===== src/rtl/bf3_pkg.sv =====
// ---------------------------------------------------------------------------
// bf3_pkg - shared types and constants of the 3x3 box filter
// pixel and sum types, line store word, result set and the divide by nine
// ---------------------------------------------------------------------------
`default_nettype none

package bf3_pkg;

    localparam int PIX_W      = 8;
    localparam int NUM_CH     = 3;
    localparam int SUM_W      = 12;
    localparam int COORD_W    = 11;
    localparam int CFG_W      = 12;
    localparam int CFG_IDX_W  = 2;
    localparam int IN_DATA_W  = 24;
    localparam int OUT_DATA_W = 48;

    // floor(s / 9) == (s * 7282) >> 16 for every s up to 9 * 255
    localparam int DIV9_W     = 13;
    localparam int DIV9_SHIFT = 16;
    localparam logic [DIV9_W-1:0] DIV9_MUL = 13'd7282;

    typedef enum logic [CFG_IDX_W-1:0] {
        REG_IMAGE_WIDTH   = 2'd0,
        REG_IMAGE_HEIGHT  = 2'd1,
        REG_THREE_CHANNEL = 2'd2
    } cfg_index_t;

    typedef logic [PIX_W-1:0] sample_t;
    // channel k in bits 8k..8k+7
    typedef sample_t [NUM_CH-1:0] pixel_t;
    typedef logic [SUM_W-1:0] sum_t;
    typedef sum_t [NUM_CH-1:0] pix_sum_t;
    // result order: (r-1,c-1), (r-1,c), (r,c-1), (r,c)
    typedef pix_sum_t [3:0] res_sums_t;

    typedef struct packed {
        pixel_t older;
        pixel_t newer;
    } line_pair_t;

    typedef struct packed {
        pixel_t px;
        logic   r_ge1;
        logic   r_ge2;
        logic   c_ge1;
        logic   c_ge2;
        logic   row_end;
        logic   last_row;
        logic   new_ok;
        logic   old_ok;
    } item_flags_t;

    typedef struct packed {
        logic [3:0]         mask;
        res_sums_t          sums;
        logic [COORD_W-1:0] row_prev;
        logic [COORD_W-1:0] row_cur;
        logic [COORD_W-1:0] col_prev;
        logic [COORD_W-1:0] col_cur;
        logic               frame_end;
    } result_set_t;

    function automatic sample_t div9(input sum_t s);
        logic [SUM_W+DIV9_W-1:0] prod;
        prod = (SUM_W + DIV9_W)'(s) * (SUM_W + DIV9_W)'(DIV9_MUL);
        return sample_t'(prod >> DIV9_SHIFT);
    endfunction

endpackage

`default_nettype wire


===== src/rtl/bf3_result_seq.sv =====
// ---------------------------------------------------------------------------
// bf3_result_seq - result set holder and output register
// sends the results of one pixel one per transfer, dividing by nine as each enters the output register
// ---------------------------------------------------------------------------
`default_nettype none

module bf3_result_seq (
    input  wire logic                                clk,
    input  wire logic                                rst_n,
    input  wire logic                                load,
    input  wire bf3_pkg::result_set_t                set_in,
    input  wire logic                                three_channel,
    output logic                                     set_free,
    output logic                                     m_tvalid,
    input  wire logic                                m_tready,
    // avg_ch0, avg_ch1, avg_ch2, out_row, out_col, zero fill
    output logic [bf3_pkg::OUT_DATA_W-1:0]           m_tdata,
    output logic                                     m_tlast,
    // run_last
    output logic                                     m_tuser
);
    import bf3_pkg::*;

    result_set_t        set_reg;
    logic [3:0]         mask_reg;
    logic [3:0]         mask_next;
    logic [3:0]         pick_oh;
    logic [1:0]         pick_idx;
    logic [3:0]         rest;
    logic               out_load;

    logic               out_valid_reg;
    sample_t [2:0]      avg_reg;
    logic [COORD_W-1:0] row_reg;
    logic [COORD_W-1:0] col_reg;
    logic               run_last_reg;
    logic               frame_last_reg;

    always_comb
    begin
        pick_idx = 2'd0;
        pick_oh  = 4'b0000;
        if (mask_reg[0])
        begin
            pick_idx = 2'd0;
            pick_oh  = 4'b0001;
        end
        else if (mask_reg[1])
        begin
            pick_idx = 2'd1;
            pick_oh  = 4'b0010;
        end
        else if (mask_reg[2])
        begin
            pick_idx = 2'd2;
            pick_oh  = 4'b0100;
        end
        else if (mask_reg[3])
        begin
            pick_idx = 2'd3;
            pick_oh  = 4'b1000;
        end
        out_load  = (mask_reg != 4'b0000) && (!out_valid_reg || m_tready);
        rest      = mask_reg & ~(out_load ? pick_oh : 4'b0000);
        set_free  = (rest == 4'b0000);
        mask_next = load ? set_in.mask : rest;
    end

    always_ff @(posedge clk or negedge rst_n)
    begin
        if (!rst_n)
        begin
            mask_reg      <= '0;
            out_valid_reg <= 1'b0;
        end
        else
        begin
            mask_reg <= mask_next;
            if (out_load)
            begin
                out_valid_reg <= 1'b1;
            end
            else if (m_tready)
            begin
                out_valid_reg <= 1'b0;
            end
        end
    end

    // payload, no reset
    always_ff @(posedge clk)
    begin
        if (load)
        begin
            set_reg <= set_in;
        end
        if (out_load)
        begin
            avg_reg[0]     <= div9(set_reg.sums[pick_idx][0]);
            avg_reg[1]     <= three_channel ? div9(set_reg.sums[pick_idx][1]) : '0;
            avg_reg[2]     <= three_channel ? div9(set_reg.sums[pick_idx][2]) : '0;
            row_reg        <= pick_idx[1] ? set_reg.row_cur : set_reg.row_prev;
            col_reg        <= pick_idx[0] ? set_reg.col_cur : set_reg.col_prev;
            run_last_reg   <= (rest == 4'b0000);
            frame_last_reg <= (rest == 4'b0000) && set_reg.frame_end;
        end
    end

    assign m_tvalid = out_valid_reg;
    assign m_tdata  = {2'b00, col_reg, row_reg, avg_reg[2], avg_reg[1], avg_reg[0]};
    assign m_tlast  = frame_last_reg;
    assign m_tuser  = run_last_reg;

endmodule

`default_nettype wire


===== config.mk =====
export PLATFORM = sky130hd
export DESIGN_NAME = bf3_result_seq
export DESIGN_NICKNAME = d
export VERILOG_FILES = /design/src/rtl/bf3_pkg.sv /design/src/rtl/bf3_result_seq.sv
export SDC_FILE = /design/constraint.sdc
export NUM_CORES = 1
export LEC_CHECK = 0
export ABC_AREA = 1
export BUFFER_PORTS_ARGS = -buffer_cell sky130_fd_sc_hd__buf_4
export CORE_MARGIN = 2
export CORE_UTILIZATION = 52
export DETAILED_ROUTE_END_ITERATION = 8
export PLACE_DENSITY = 0.77
export SLEW_MARGIN = 20
export SYNTH_ARGS = -nofsm -noshare
export SYNTH_HDL_FRONTEND = slang
export SYNTH_SLANG_ARGS = --single-unit

===== constraint.sdc =====
create_clock -name clk -period 5.21 [get_ports clk]
set_clock_uncertainty 0.05 [all_clocks]
set_input_delay 0.2605 -clock clk [delete_from_list [all_inputs] [get_ports clk]]
set_output_delay 0.2605 -clock clk [all_outputs]
set_load 0.01 [all_outputs]

**Word level (Yosys, flattened, before mapping)**

Cells that the tools add are included.
W data, S select, Z words.

- Flip-flop bits (word level): 242
- Word-level logic and storage cells: 55
- Output and inout port bits: 52
- Input bits: 198

- Magnitude comparators: 1
- Muxes and demuxes: 16
- Reduce and logical (&&, ||, !) cells: 7
- Bitwise operators: 2
- Multiply operators: 3

Operators by type and width:

| operator | count |
|---|---|
| $bmux W36 S2 | 1 |
| $mul A12 B12 Y23 const B | 3 |
| $mux W36 | 1 |
| $mux W4 | 6 |
| $mux W11 | 2 |
| $mux W2 | 4 |
| $and A4 B4 Y4 | 1 |
| $logic_not A4 Y1 | 1 |
| $not A4 Y4 | 1 |
| $reduce_bool A4 Y1 | 1 |
| $lt A2 B3 Y1 const B | 1 |
| $logic_and A1 B1 Y1 | 2 |
| $mux W1 | 2 |
| $reduce_bool A2 Y1 | 1 |
| $logic_not A1 Y1 | 1 |
| $logic_or A1 B1 Y1 | 1 |

**Longest topological paths before layout**

- Depth after elaboration: 9
- Mapped depth: 33
- Mapped depth without buffers: 32

**Worst setup path before layout**

OpenSTA, ideal clock, no wires.

- Path type: register to register
- Start point: register mask_reg[2]
- End point: register avg_reg, in the netlist m_tdata[23] (data pin)
- Stages on the path, launching flop included: 24
- Path slack: -0.550 ns
- Data arrival time: 5.456 ns
- Required time: 4.905 ns
- Buffers on the path: 3
- Period minus slack after synthesis: 5.760 ns
- Library setup time: 0.255 ns
- Cells stage by stage: dfrtp_1 inv_2 nand2_2 a21oi_1 buf_4 buf_2 buf_1 nor2_1 o32ai_1 fa_1 ha_1 inv_1 fa_1 inv_1 fa_1 inv_1 fa_1 inv_1 ha_1 nand2_1 o311ai_0 a21oi_1 a21oi_1 nor2_1

- Longest elaborated chain between the ends: 6

RTL lines:

| element | line | source |
|---|---|---|
| start: declaration | bf3_result_seq.sv:25 | `logic [3:0] mask_reg;` |
| start signal: assignment | bf3_result_seq.sv:78 | `mask_reg <= mask_next;` |
| $mux W2 | bf3_result_seq.sv:53 | `else if (mask_reg[2])` |
| $mux W2 | bf3_result_seq.sv:48 | `else if (mask_reg[1])` |
| $mux W2 | bf3_result_seq.sv:43 | `if (mask_reg[0])` |
| $bmux W36 S2 | bf3_result_seq.sv:101 | `avg_reg[2] <= three_channel ? div9(set_reg.sums[pick_idx][2]) : '0;` |
| $mux W36 (implied by the code) | bf3_result_seq.sv:101 |  |
| $mul A12 B12 Y23 | bf3_pkg.sv:66 | `prod = (SUM_W + DIV9_W)'(s) * (SUM_W + DIV9_W)'(DIV9_MUL);` |
| end: declaration | bf3_result_seq.sv:33 | `sample_t [2:0] avg_reg;` |

No other way between the ends. The select of a mux whose other input is x is not followed.
A chain may end at the register's enable or synchronous reset.

**Worst setup path after layout**

- Start point: register mask_reg[2]
- End point: register avg_reg, in the netlist m_tdata[16] (data pin)

The elaborated chain is that of the path after synthesis.

==> impl_metrics.csv <==
group,metric,value,unit
setup_path,critPathLaunchType,"flip-flop",
placed_design,gp_weighted_congestion,0.974,
setup_path,timing.critical_path.max_delay_family,"adder cells",
synth,synth.most_common_cell,"sky130_fd_sc_hd__nand2_1",
cells_and_area,final_layout_size_suffix_gt1_share,40.2,%
timing,finalCritPeriodShare,118,%
timing,max_slew.worst_pin.slew,1.13,ns
synth,yosysSeqAreaShare,45.9,%
drt,detail_route.first_pass.iterations,6,
synth,number_of_synthesized_flops_with_an_enable_pin,237,
drt,detail_route.iter0.violations,1619,
global_route,grt_overflow_total,0,
global_route,vias_in_the_first_global_route,15200,
cells_and_area,sequential_cell_area,7250,sq um
drt,route.detailed.drc,0,
drt,antenna_left,0,
setup_path,cpMaxStageDelayCell,"sky130_fd_sc_hd__o21ai_0",
synth,netlist.area_leader.share,45.1,%
status,run_status,"finished with violations",
setup_path,setup.worst_path.class,"flip-flop to flip-flop",
global_route,antenna_found_initial,2,
floorplanning,boundaryPins,250,
timing,layout_min_cycle_time,6.17,ns
setup_path,timing.critical_path.fanout_max,11,
setup_path,timing.critical_path.arrival,6.44,ns
synth,synth.cells.most_frequent,"sky130_fd_sc_hd__nand2_1 (330), sky130_fd_sc_hd__edfxtp_1 (237), sky130_fd_sc_hd__inv_1 (226), sky130_fd_sc_hd__ha_1 (204), sky130_fd_sc_hd__fa_1 (81)",
setup_path,cells_along_the_critical_path,"inv_2 > nand2_4 > nand2_4 > nand2_4 > bufbuf_16 > o21ai_0 > o32ai_2 > buf_4 > fa_1 > ha_4 > ha_1 > inv_1 > fa_1 > fa_1 > inv_1 > ha_4 > a21oi_2 > o21ai_0 > a21oi_2 > nand2_1 > o21ai_1 > a21oi_1",
job,max_cap_viol_count,0,
timing,setup_slack,-0.956,ns
floorplanning,die_x_extent,178,um
synth,yosys_most_used_dff,"sky130_fd_sc_hd__edfxtp_1",
global_route,grt_util_met3,5.31,%
setup_path,end_kind,"flip-flop",
synth,yosys_warnings,0,
floorplanning,die_area,31700,sq um
drt,wirelength,64500,um
drt,avgViaCountPerCell,5.82,
cells_and_area,final_nets,2685,
clock_tree,cts_max_path_buffers,3,
clock_tree,worstSkewPairLatency,0.58,ns
synth,synth_cell_types,51,
clock_tree,clock-root-buffer,"sky130_fd_sc_hd__clkbuf_16",
synth,synth_seq_cells,242,
global_route,pin_count_of_the_biggest_net_entering_global_routing,138,
timing,rsz_0062_raised_after_global_routing,"yes",
cells_and_area,fillerInstances,1273,
cells_and_area,multi_input_area,9350,sq um
synth,synthArstFlopShare,2.07,%
timing,finalSetupViolCount,24,
timing,timing.slew.headroom,25.0,%
status,failed_checks,"negative setup slack",
timing,hold_slack,0.0712,ns
synth,syn-mean-instance-area,10.7,sq um
cells_and_area,fin_cells,2615,
hold_path,hold_path.class,"input port to flip-flop",
global_route,gr-usage-met2,59.2,%
global_route,grt_first_pass_wirelength,82000,um
clock_tree,clkSinkCount,242,
synth,synth.top_cells.by_area,"sky130_fd_sc_hd__edfxtp_1 (45%), sky130_fd_sc_hd__ha_1 (16%), sky130_fd_sc_hd__fa_1 (10%), sky130_fd_sc_hd__nand2_1 (7.9%), sky130_fd_sc_hd__inv_1 (5.4%)",
cells_and_area,area_delta_synth_final,60.3,%
clock_tree,tritoncts,"done",
placed_design,placed_cells,2293,
cells_and_area,largest_register_ff_count,189,
timing,number_of_max_slew_violations_in_the_final_report,0,
setup_path,worstPathBufferInverterCount,5,
floorplanning,number_of_core_rows,63,
synth,post_synth_inst_count,1479,
placed_design,detailedPlace.worstSlack,-0.325,ns
setup_path,timing.critical_path.slowest_cell_delay,0.80,ns
clock_tree,htree_levels,1,
clock_tree,cts_inserted_buffers,26,
synth,netlist_area,15800,sq um
placed_design,dp_hpwl,31500,um
drt,post_drt_wl_per_cell,24.7,um
floorplanning,core_area,29700,sq um
clock_tree,post_cts_clock_slew_at_the_launch_and_capture_registers_of_the_worst_setup_and_hold_paths,0.07,ns
global_route,global_routing_usage_summed_across_all_routing_layers,34.0,%
timing,final_hold_viol_count,0,
timing,max_freq,162,MHz
drt,via_count,15200,
global_route,layer_with_the_highest_usage_after_global_routing,"met2",
placed_design,port_buffers,247,
global_route,groute.layer.met1.usage,40.7,%
synth,synth_top_cell_by_area,"sky130_fd_sc_hd__edfxtp_1",
setup_path,wp_data_required,5.49,ns
floorplanning,die_y,178,um
floorplanning,initial_core_util,53.1,%
==> worst register-to-register path: cells and delay by family (launching register included) <==
family	cells	cell delay, ns
flops	1	0.42
compound gates	7	1.87
simple gates	4	0.34
fa+ha+maj	6	2.48
buf+inv	5	0.75
==> worst paths after layout <==
path                        startpoint           to  slack (ns)  depth (start not counted)
max                        mask_reg[2]  m_tdata[16]       -0.96                         22
min                           m_tready     m_tvalid        0.07                          4
max reg2reg                mask_reg[2]  m_tdata[16]       -0.96                         22
min reg2reg                set_reg[11]  col_reg[10]        0.51                          2
max in group asynchronous        rst_n  mask_reg[0]        4.20                          3
min in group asynchronous        rst_n  mask_reg[2]        0.65                          3
==> placed cells by master, fill, tap and decap left out, types with 8 or more instances in the layout <==
cell,n
sky130_fd_sc_hd__clkinv_2,9
sky130_fd_sc_hd__clkbuf_16,29
sky130_fd_sc_hd__nand2_4,14
sky130_fd_sc_hd__nand4_1,10
sky130_fd_sc_hd__nand3_2,12
sky130_fd_sc_hd__a32oi_4,12
sky130_fd_sc_hd__o21ai_0,14
sky130_fd_sc_hd__a21oi_1,35
sky130_fd_sc_hd__buf_12,14
sky130_fd_sc_hd__fa_1,75
sky130_fd_sc_hd__inv_1,185
sky130_fd_sc_hd__nand2_2,47
sky130_fd_sc_hd__buf_6,19
sky130_fd_sc_hd__ha_4,51
sky130_fd_sc_hd__a32oi_2,8
sky130_fd_sc_hd__inv_2,43
sky130_fd_sc_hd__a21oi_4,9
sky130_fd_sc_hd__a21oi_2,26
sky130_fd_sc_hd__ha_1,147
sky130_fd_sc_hd__o21ai_1,9
sky130_fd_sc_hd__nor2_2,16
sky130_fd_sc_hd__buf_4,481
sky130_fd_sc_hd__dlygate4sd3_1,195
sky130_fd_sc_hd__xnor2_1,8
sky130_fd_sc_hd__edfxtp_1,237
sky130_fd_sc_hd__nand2_1,280
sky130_fd_sc_hd__nor2_1,58
sky130_fd_sc_hd__nand3_1,30
sky130_fd_sc_hd__o21ai_2,13
sky130_fd_sc_hd__xor2_1,11
==> timing repair <==
item                                   CTS  global route
setup buffers                           38            38
endpoints found under the hold margin  198             0
hold buffers                           195             0
pin swaps                               69           109
setup endpoints to repair               24            24
cloned                                   6             4
gates resized for setup                172           214
==> metal layers <==
metal / vias up / part of all wire [%]
met1: 7161 / 34
met3: 382 / 10
met4: 0 / 8.3
met5: - / 0
li1: 6438 / -
met2: 1233 / 48
==> final cells by class <==
cell class | count | area share, %
Antenna cell | 3 | 0.0297
Clock buffer | 26 | 2.57
Clock inverter | 22 | 1.01
Inverter | 231 | 3.46
Multi-Input combinational cell | 978 | 37.0
Sequential cell | 242 | 28.7
Tap cell | 390 | 1.93
Timing Repair Buffer | 723 | 25.3
==> cell families after synthesis <==
family,Yosys count,synth area share [%]
compound gates,170,6.79
xor+xnor,23,1.28
fa+ha+maj,285,26.5
buf+inv,260,6.51
flops,242,45.9
other cells,1,0.0238
simple gates,498,13.0
==> through the flow <==
stage               area (sq um)  util (%)  TNS (ns)
CTS                        24000      80.7    -0.597
finish                     25300      85.1    -12.61
global placement           19800      66.6     -3.26
global route               25300      85.1    -16.12
detailed placement         19800      66.6     -4.89
floorplan                  16000         -    -0.119
Power is not shown: default switching activity piles up to over one toggle a cycle in this logic, so the estimate is an artifact.
